===== config.mk =====
export PLATFORM = sky130hd
export DESIGN_NAME = ordered_list_insert_search
export DESIGN_NICKNAME = d
export VERILOG_FILES = /design/src/sv/olis_pkg.sv /design/src/sv/olis_ram.sv /design/src/sv/ordered_list_insert_search.sv
export SDC_FILE = /design/constraint.sdc
export NUM_CORES = 2
export LEC_CHECK = 0
export ABC_AREA = 1
export BUFFER_PORTS_ARGS = -buffer_cell sky130_fd_sc_hd__buf_4
export CELL_PAD_IN_SITES_DETAIL_PLACEMENT = 0
export CELL_PAD_IN_SITES_GLOBAL_PLACEMENT = 2
export CORE_MARGIN = 2
export CORE_UTILIZATION = 40
export CTS_BUF_LIST = sky130_fd_sc_hd__clkbuf_16
export CTS_CLUSTER_SIZE = 24
export DETAILED_ROUTE_END_ITERATION = 6
export GPL_TIMING_DRIVEN = 0
export PLACE_DENSITY = 0.78
export SYNTH_ARGS = -nofsm -noshare
export SYNTH_HDL_FRONTEND = slang
export SYNTH_HIERARCHICAL = 1
export SYNTH_SLANG_ARGS = --single-unit

===== constraint.sdc =====
create_clock -name clk -period 4.3 [get_ports clk]
set_input_delay 0.43 -clock clk [delete_from_list [all_inputs] [get_ports clk]]
set_output_delay 0.43 -clock clk [all_outputs]
set_load 0.02 [all_outputs]

===== src/sv/olis_pkg.sv =====
// ---------------------------------------------------------------------------
// olis_pkg
// shared codes and constants of the ordered list with insert and search
// ---------------------------------------------------------------------------
package olis_pkg;

  localparam int DEPTH_DEF   = 64;  // default list capacity
  localparam int MAX_RESULTS = 64;  // cap on results of one search-all
  localparam int OPCODE_W    = 3;
  localparam int VALUE_W     = 32;
  localparam int POS_W       = 7;
  localparam int STATUS_W    = 2;

  typedef enum logic [OPCODE_W-1:0] {
    OP_INS_HEAD     = 3'd0,
    OP_INS_TAIL     = 3'd1,
    OP_INS_POS      = 3'd2,
    OP_SEARCH_FIRST = 3'd3,
    OP_SEARCH_ALL   = 3'd4
  } opcode_t;

  typedef enum logic [STATUS_W-1:0] {
    ST_INSERTED  = 2'd0,
    ST_FULL      = 2'd1,
    ST_NOT_FOUND = 2'd2,
    ST_FOUND     = 2'd3
  } status_t;

endpackage


===== src/sv/olis_ram.sv =====
// ---------------------------------------------------------------------------
// olis_ram
// simple dual-port ram: one write port, one read port with registered data
// ---------------------------------------------------------------------------
module olis_ram #(
  parameter int WIDTH = 32,
  parameter int DEPTH = 64,
  localparam int AW   = $clog2(DEPTH)
) (
  input  logic             clk,
  input  logic             we,
  input  logic [AW-1:0]    waddr,
  input  logic [WIDTH-1:0] wdata,
  input  logic             re,
  input  logic [AW-1:0]    raddr,
  output logic [WIDTH-1:0] rdata
);

  logic [WIDTH-1:0] mem [DEPTH];

  always_ff @(posedge clk) begin
    if (we) begin
      mem[waddr] <= wdata;
    end
    if (re) begin
      rdata <= mem[raddr];
    end
  end

endmodule


===== src/sv/ordered_list_insert_search.sv =====
// ---------------------------------------------------------------------------
// ordered_list_insert_search
// ordered list of signed 32-bit values with positional insert and search
// ---------------------------------------------------------------------------
// The list lives in one DEPTH x 32 ram with a registered read; only
// the entry count is cleared by reset, so no clearing pass is needed. Each
// input beat carries an opcode: insert at head, insert at tail, insert at a
// 1-based position (0 or 1 means head, past the end means tail), search for
// the first match, or search for all matches. The block takes one input beat
// at a time. An insert moves the entries at and after the target down one
// place, one entry per cycle through the ram (read one entry, write it back
// one slot lower while the next one is read), then writes the new value.
// A search streams the entries through the read port and compares one per
// cycle while the output side does not stall it. An insert into a full
// list is dropped and answered with a list-full status. Search-all answers
// one beat per match in list order, the final one marked last, at most 64
// beats; with no match it answers a single not-found beat. Opcodes 5 to 7
// are taken and answered with nothing. Results sit in an output register,
// so the next input beat is taken while a finished result still waits.
// ---------------------------------------------------------------------------
module ordered_list_insert_search
  import olis_pkg::*;
#(
  parameter int DEPTH = DEPTH_DEF
) (
  input  logic                clk,
  input  logic                rst,
  input  logic                in_valid,
  output logic                in_ready,
  input  logic [OPCODE_W-1:0] opcode,
  input  logic signed [VALUE_W-1:0] item_value,
  input  logic [POS_W-1:0]    insert_position,
  output logic                out_valid,
  input  logic                out_ready,
  output logic [STATUS_W-1:0] status,
  output logic [POS_W-1:0]    match_position,
  output logic [POS_W-1:0]    list_length,
  output logic                last_result
);

  localparam int AW = $clog2(DEPTH);         // ram address
  localparam int CW = $clog2(DEPTH + 1);     // count, 0..DEPTH
  localparam int XW = ((CW > POS_W) ? CW : POS_W) + 1;  // position compare
  localparam int NW = $clog2(MAX_RESULTS);   // matches held so far
  localparam logic [NW-1:0] N_CAP = NW'(MAX_RESULTS - 1);

  // one-hot control states
  typedef enum logic [3:0] {
    S_IDLE   = 4'b0001,
    S_SHIFT  = 4'b0010,
    S_SEARCH = 4'b0100,
    S_DONE   = 4'b1000
  } state_t;

  state_t state, state_next;

  // list length
  logic [CW-1:0] count, count_next;

  // working registers of the current item
  logic [VALUE_W-1:0] val, val_next;          // value to insert or to match
  logic               op_first, op_first_next; // search stops at first match
  logic [CW-1:0]      ptr, ptr_next;          // next ram address to read
  logic [AW-1:0]      ins_idx, ins_idx_next;  // 0-based insert slot

  // shift pipeline: entry read last cycle is written one slot lower
  logic               reads_done, reads_done_next;
  logic               wb_valid, wb_valid_next;
  logic [AW-1:0]      wb_addr, wb_addr_next;

  // search pipeline: ram data of cmp_ptr is ready for compare
  logic               cmp_valid, cmp_valid_next;
  logic [CW-1:0]      cmp_ptr, cmp_ptr_next;

  // search-all holds its newest match back until it knows if it is the last
  logic               hold_valid, hold_valid_next;
  logic [POS_W-1:0]   hold_pos, hold_pos_next;
  logic [NW-1:0]      n_held, n_held_next;

  // final response of the item, sent from S_DONE
  status_t            resp_status, resp_status_next;
  logic [POS_W-1:0]   resp_pos, resp_pos_next;

  // output register
  logic               out_valid_next;
  status_t            out_status, out_status_next;
  logic [POS_W-1:0]   out_pos, out_pos_next;
  logic [POS_W-1:0]   out_len, out_len_next;
  logic               out_last, out_last_next;

  // ram ports
  logic               ram_we;
  logic [AW-1:0]      ram_waddr;
  logic [VALUE_W-1:0] ram_wdata;
  logic               ram_re;
  logic [AW-1:0]      ram_raddr;
  logic [VALUE_W-1:0] ram_rdata;

  // helpers
  logic               slot_free;
  logic               full;
  logic [XW-1:0]      pos_x;
  logic [XW-1:0]      cnt_x;
  logic [CW-1:0]      idx_sel;
  logic               match;
  logic               stall;
  logic               issue;
  logic [POS_W-1:0]   cmp_pos;

  olis_ram #(
    .WIDTH (VALUE_W),
    .DEPTH (DEPTH)
  ) u_ram (
    .clk   (clk),
    .we    (ram_we),
    .waddr (ram_waddr),
    .wdata (ram_wdata),
    .re    (ram_re),
    .raddr (ram_raddr),
    .rdata (ram_rdata)
  );

  assign in_ready       = (state == S_IDLE);
  assign status         = out_status;
  assign match_position = out_pos;
  assign list_length    = out_len;
  assign last_result    = out_last;

  assign slot_free = !out_valid || out_ready;
  assign full      = (count == CW'(DEPTH));

  // target slot of an insert, clamped to head and tail
  always_comb begin
    pos_x = XW'(insert_position);
    cnt_x = XW'(count);
    case (opcode_t'(opcode))
      OP_INS_HEAD: idx_sel = '0;
      OP_INS_TAIL: idx_sel = count;
      OP_INS_POS: begin
        if (pos_x <= XW'(1)) begin
          idx_sel = '0;
        end else if (pos_x - XW'(1) > cnt_x) begin
          idx_sel = count;
        end else begin
          idx_sel = CW'(pos_x - XW'(1));
        end
      end
      default: idx_sel = '0;
    endcase
  end

  // search compare on the registered ram data
  assign match   = cmp_valid && (ram_rdata == val);
  assign stall   = match && hold_valid && !slot_free;
  assign issue   = (ptr < count);
  assign cmp_pos = POS_W'(cmp_ptr + 1'b1);

  always_comb begin
    state_next       = state;
    count_next       = count;
    val_next         = val;
    op_first_next    = op_first;
    ptr_next         = ptr;
    ins_idx_next     = ins_idx;
    reads_done_next  = reads_done;
    wb_valid_next    = wb_valid;
    wb_addr_next     = wb_addr;
    cmp_valid_next   = cmp_valid;
    cmp_ptr_next     = cmp_ptr;
    hold_valid_next  = hold_valid;
    hold_pos_next    = hold_pos;
    n_held_next      = n_held;
    resp_status_next = resp_status;
    resp_pos_next    = resp_pos;

    out_valid_next   = out_valid && !out_ready;
    out_status_next  = out_status;
    out_pos_next     = out_pos;
    out_len_next     = out_len;
    out_last_next    = out_last;

    ram_we    = 1'b0;
    ram_waddr = wb_addr;
    ram_wdata = ram_rdata;
    ram_re    = 1'b0;
    ram_raddr = ptr[AW-1:0];

    unique case (state)
      S_IDLE: begin
        if (in_valid) begin
          case (opcode_t'(opcode)) inside
            OP_INS_HEAD, OP_INS_TAIL, OP_INS_POS: begin
              if (full) begin
                // insert dropped, list untouched
                resp_status_next = ST_FULL;
                resp_pos_next    = '0;
                state_next       = S_DONE;
              end else begin
                val_next        = item_value;
                ins_idx_next    = idx_sel[AW-1:0];
                ptr_next        = count - 1'b1;
                reads_done_next = (idx_sel == count);
                wb_valid_next   = 1'b0;
                state_next      = S_SHIFT;
              end
            end
            OP_SEARCH_FIRST, OP_SEARCH_ALL: begin
              val_next        = item_value;
              op_first_next   = (opcode_t'(opcode) == OP_SEARCH_FIRST);
              ptr_next        = '0;
              cmp_valid_next  = 1'b0;
              hold_valid_next = 1'b0;
              n_held_next     = '0;
              state_next      = S_SEARCH;
            end
            default: begin
              // unused opcode: no effect, no result
            end
          endcase
        end
      end

      S_SHIFT: begin
        if (wb_valid) begin
          // move the entry read last cycle one slot down
          ram_we        = 1'b1;
          ram_waddr     = wb_addr;
          ram_wdata     = ram_rdata;
          wb_valid_next = 1'b0;
        end else if (reads_done) begin
          // all later entries moved, drop the new value in
          ram_we           = 1'b1;
          ram_waddr        = ins_idx;
          ram_wdata        = val;
          count_next       = count + 1'b1;
          resp_status_next = ST_INSERTED;
          resp_pos_next    = '0;
          state_next       = S_DONE;
        end
        if (!reads_done) begin
          ram_re        = 1'b1;
          ram_raddr     = ptr[AW-1:0];
          wb_valid_next = 1'b1;
          wb_addr_next  = ptr[AW-1:0] + 1'b1;
          if (ptr[AW-1:0] == ins_idx) begin
            reads_done_next = 1'b1;
          end else begin
            ptr_next = ptr - 1'b1;
          end
        end
      end

      S_SEARCH: begin
        if (!stall) begin
          if (issue) begin
            ram_re    = 1'b1;
            ram_raddr = ptr[AW-1:0];
            ptr_next  = ptr + 1'b1;
          end
          cmp_valid_next = issue;
          cmp_ptr_next   = ptr;
          if (match) begin
            if (hold_valid) begin
              // a later match exists, so the held one is not last
              out_valid_next  = 1'b1;
              out_status_next = ST_FOUND;
              out_pos_next    = hold_pos;
              out_len_next    = POS_W'(count);
              out_last_next   = 1'b0;
            end
            hold_valid_next = 1'b1;
            hold_pos_next   = cmp_pos;
            n_held_next     = n_held + 1'b1;
            if (op_first || n_held == N_CAP) begin
              // first match wanted, or result cap reached
              resp_status_next = ST_FOUND;
              resp_pos_next    = cmp_pos;
              cmp_valid_next   = 1'b0;
              state_next       = S_DONE;
            end
          end else if (!cmp_valid && !issue) begin
            // whole list compared
            resp_status_next = hold_valid ? ST_FOUND : ST_NOT_FOUND;
            resp_pos_next    = hold_valid ? hold_pos : '0;
            state_next       = S_DONE;
          end
        end
      end

      S_DONE: begin
        if (slot_free) begin
          out_valid_next  = 1'b1;
          out_status_next = resp_status;
          out_pos_next    = resp_pos;
          out_len_next    = POS_W'(count);
          out_last_next   = 1'b1;
          state_next      = S_IDLE;
        end
      end

      default: state_next = S_IDLE;
    endcase
  end

  always_ff @(posedge clk) begin
    if (rst) begin
      state      <= S_IDLE;
      count      <= '0;
      wb_valid   <= 1'b0;
      cmp_valid  <= 1'b0;
      hold_valid <= 1'b0;
      out_valid  <= 1'b0;
    end else begin
      state      <= state_next;
      count      <= count_next;
      wb_valid   <= wb_valid_next;
      cmp_valid  <= cmp_valid_next;
      hold_valid <= hold_valid_next;
      out_valid  <= out_valid_next;
    end
  end

  // payload and working registers
  always_ff @(posedge clk) begin
    val         <= val_next;
    op_first    <= op_first_next;
    ptr         <= ptr_next;
    ins_idx     <= ins_idx_next;
    reads_done  <= reads_done_next;
    wb_addr     <= wb_addr_next;
    cmp_ptr     <= cmp_ptr_next;
    hold_pos    <= hold_pos_next;
    n_held      <= n_held_next;
    resp_status <= resp_status_next;
    resp_pos    <= resp_pos_next;
    out_status  <= out_status_next;
    out_pos     <= out_pos_next;
    out_len     <= out_len_next;
    out_last    <= out_last_next;
  end

  // list never grows past capacity
  a_count_bound: assert property (@(posedge clk) disable iff (rst)
    count <= CW'(DEPTH))
    else $error("list count beyond capacity");

  // count only ever grows by one
  a_count_step: assert property (@(posedge clk) disable iff (rst)
    (count != $past(count)) |-> (count == $past(count) + 1'b1))
    else $error("list count changed by other than one");

  // shift pipeline never reads and writes the same entry at once
  a_no_rw_clash: assert property (@(posedge clk) disable iff (rst)
    (ram_we && ram_re) |-> (ram_waddr != ram_raddr))
    else $error("ram read and write hit the same entry");

  // moved entries only land below the insert slot
  a_shift_above: assert property (@(posedge clk) disable iff (rst)
    (state == S_SHIFT && wb_valid) |-> (wb_addr > ins_idx))
    else $error("shift writes at or above the insert slot");

endmodule


==> impl_metrics.yaml <==
clock_network:
  h-tree-depth: 4
  clockBufferDepth: 3
  cts_tree: "built"
  root_buffer: "clkbuf_16"
  numCtsBuffers: 230
  clock_latency_ns: 0.90
  clk_pin_slew_worst_paths_ns: 0.06
  clock_sinks: 2194
sta:
  slew_viol_final: 0
  worst_pin_slew_ns: 1.44
  fin_crit_sh_pct: 103
  slew_headroom_pct: 3.83
  fin_ws_ns: -0.133
  finalSetupViolCount: 4
  final.setup_skew_ns: 0.0403
  final-hold-violation-count: 0
  fmax_mhz: 226
  rsz0062_at_grt: "yes"
  fin_crit_ns: 4.43
place:
  post_dp_cell_area_mm2: 0.0986
  gp_congestion: 0.917
  io_buffers: 63
  dpl.hpwl_mm: 256
status:
  violations: "DRC, setup timing"
  status: "finished, violations left"
setup_path:
  crit_family: "buffers and inverters"
  required_ns: 5.03
  cp_max_fo: 10
  startpoint_type: "register"
  end_kind: "register"
  cp_num_buf_inv: 3
  cp_slowest_cell: "clkdlybuf4s15_1"
  crit_type: "reg -> reg"
  critical_path.max_stage_delay_ns: 1.00
  path_cells: "buf_2, buf_2, clkdlybuf4s15_1, nand3_1, nand3_1, nand3_1, nand2_1, nand2_1, nand2_1"
  cp.arrival_ns: 5.17
  reg2reg_setup_slack_ns: -0.13
routing:
  avgRoutedWirePerCell_um: 32.0
  met2WireLength_mm: 160
  dr.pass1.iters: 7
  route.detailed.drc: 3
  viasPerCell: 5.82
  met3_length_mm: 45.0
  ant_nets: 0
  wl_met1_mm: 142
  vias: 66718
  wirelength_mm: 367
  highest_layer: "met5"
  detail_route.iter0.violations: 10438
cells_and_area:
  syn_to_final_growth_pct: 19.4
  design_area_mm2: 0.108
  layout_common_cells: "nand2_1 (2,474), edfxtp_1 (2,179), nand3_1 (1,954)"
  top_regs: "u_ram/mem x2048, u_ram/rdata x32, val x32"
  final_common_cell: "nand2_1"
  largest_register_ffs: 2048
  drive_above_1_share_pct: 13.5
  n_fill_cell: 19874
  largest-register: "u_ram/mem"
  final_util_pct: 47.9
  fin_nets: 8337
floorplanning:
  ios: 65
  coreArea_mm2: 0.224
  num_rows: 174
  fp.dieH_um: 478
  die_width_um: 478
  die_area_mm2: 0.229
  initial_core_util_pct: 40.1
global_routing:
  grt_max_degree: 65
  grt_pass1_wl_mm: 496
  antenna_found_initial: 17
  grt_overflow_total: 0
  grtUsageTotal_pct: 31.5
  grt_pass1_vias: 60761
pwr:
  p_total_mw: 71.4
  peakVddDrop_uv: 535
  p_per_area_mw_per_mm2: 664
  p_leak_nw: 39.0
job:
  drv_cap: 0
logic_synthesis:
  netlist_area_mm2: 0.0900
  ys_ff_latch: 2194
  yosysSeqAreaShare_pct: 73.0
  ys_types: 43
  syn_inst: 7633
  synthesis.nets: 7705
  syn_area_per_cell_um2: 11.8
  yosysWarnings: 6
  synth_flop_cell: "edfxtp_1"
  synth-async-reset-ratio_pct: 0
  synth_edf_count: 2179
worst_hold_path:
  hold_class: "in -> reg"
[synth_stat cells (16+ instances only)]
cell type / instances / area share [%]
o21ai_0: 50 / 0.28
clkbuf_1: 91 / 0.38
buf_4: 43 / 0.36
buf_2: 256 / 1.4
nand4_1: 16 / 0.11
buf_1: 58 / 0.24
nand3_1: 1959 / 11
nand2_1: 2491 / 10
edfxtp_1: 2179 / 73
a21oi_1: 31 / 0.17
ha_1: 25 / 0.35
nor3_1: 21 / 0.12
nor2_1: 141 / 0.59
buf_6: 16 / 0.20
xor2_1: 17 / 0.17
inv_1: 138 / 0.58
[per-layer routing]
layer  GRT usage (%)  vias up
li1                -    28291
met1            43.1    33338
met2            47.1     4283
met3            8.13      804
met4            14.2        2
met5               0        -
[report_power, final]
group	internal (mW)	switching (mW)	total [mW]	leakage, nW
Sequential	24.1	0.301	24.4	19.7
Combinational	6.34	21.7	28.1	15.7
Clock	10.4	8.46	18.8	3.63
Total	40.9	30.5	71.4	39.0
[worst reg2reg max path: stages, from the launching register on]
cell and delay [ns]:
edfxtp_1 0.66, buf_2 0.51, buf_2 0.65, clkdlybuf4s15_1 1.00, nand3_1 0.27, nand3_1 0.38
nand3_1 0.30, nand2_1 0.18, nand2_1 0.16, nand2_1 0.19
[path summary, 6_finish.rpt]
path | startpoint | end | cells after the start
hold reg to reg | count[4] | list_length[4] | 0
hold / removal | rst | wb_valid | 2
setup / recovery | ptr[2] | u_ram/rdata[23] | 9
setup reg to reg | ptr[2] | u_ram/rdata[23] | 9
[timing repair]
item | CTS | global route
hold buffers | 36 | 0
setup buffers | 126 | 14
gates resized for setup | 8 | 14
endpoints found under the setup margin | 1991 | 607
pin swaps | 52 | 8
hold endpoints to repair | 37 | 0
[area by class of cell]
type	instances	area, um2	area share, %
flip-flops and latches	2194	65700	61.1
multi-input cells	4824	22300	20.7
clock buffers	234	5860	5.45
repair buffers	400	5790	5.38
well taps	2992	3740	3.48
plain buffers	464	2360	2.20
clock inverters	186	1140	1.06
inverters	151	569	0.530
diodes	11	27.5	0.0256
[metrics by stage]
step           TNS, ns  instances  worst slack [ns]  hold slack [ns]
3_3_place_gp         -      10688             -7.25            0.417
4_1_cts         -0.197      11431           -0.0189         0.000156
3_5_place_dp   -799.73      10849             -1.01            0.417
5_1_grt         -0.305      11446           -0.0223           0.0440
2_1_floorplan        0       7633            0.0738            0.406
6_report        -0.361      11456            -0.133           0.0508
[kinds of logic (layout without fill, tap and decap cells)]
logic type | after synthesis | in the layout | synth area share [%]
flip-flops | 2194 | 2194 | 73.0
AND/OR/NAND/NOR | 4667 | 4667 | 22.5
adder cells (fa/ha/maj) | 26 | 26 | 0.370
AO/OA/AOI/OAI | 99 | 99 | 0.588
other | 0 | 11 | 0
buffers and inverters | 615 | 1435 | 3.24
XOR/XNOR | 32 | 32 | 0.311
Power figures use the tool's default switching activity.
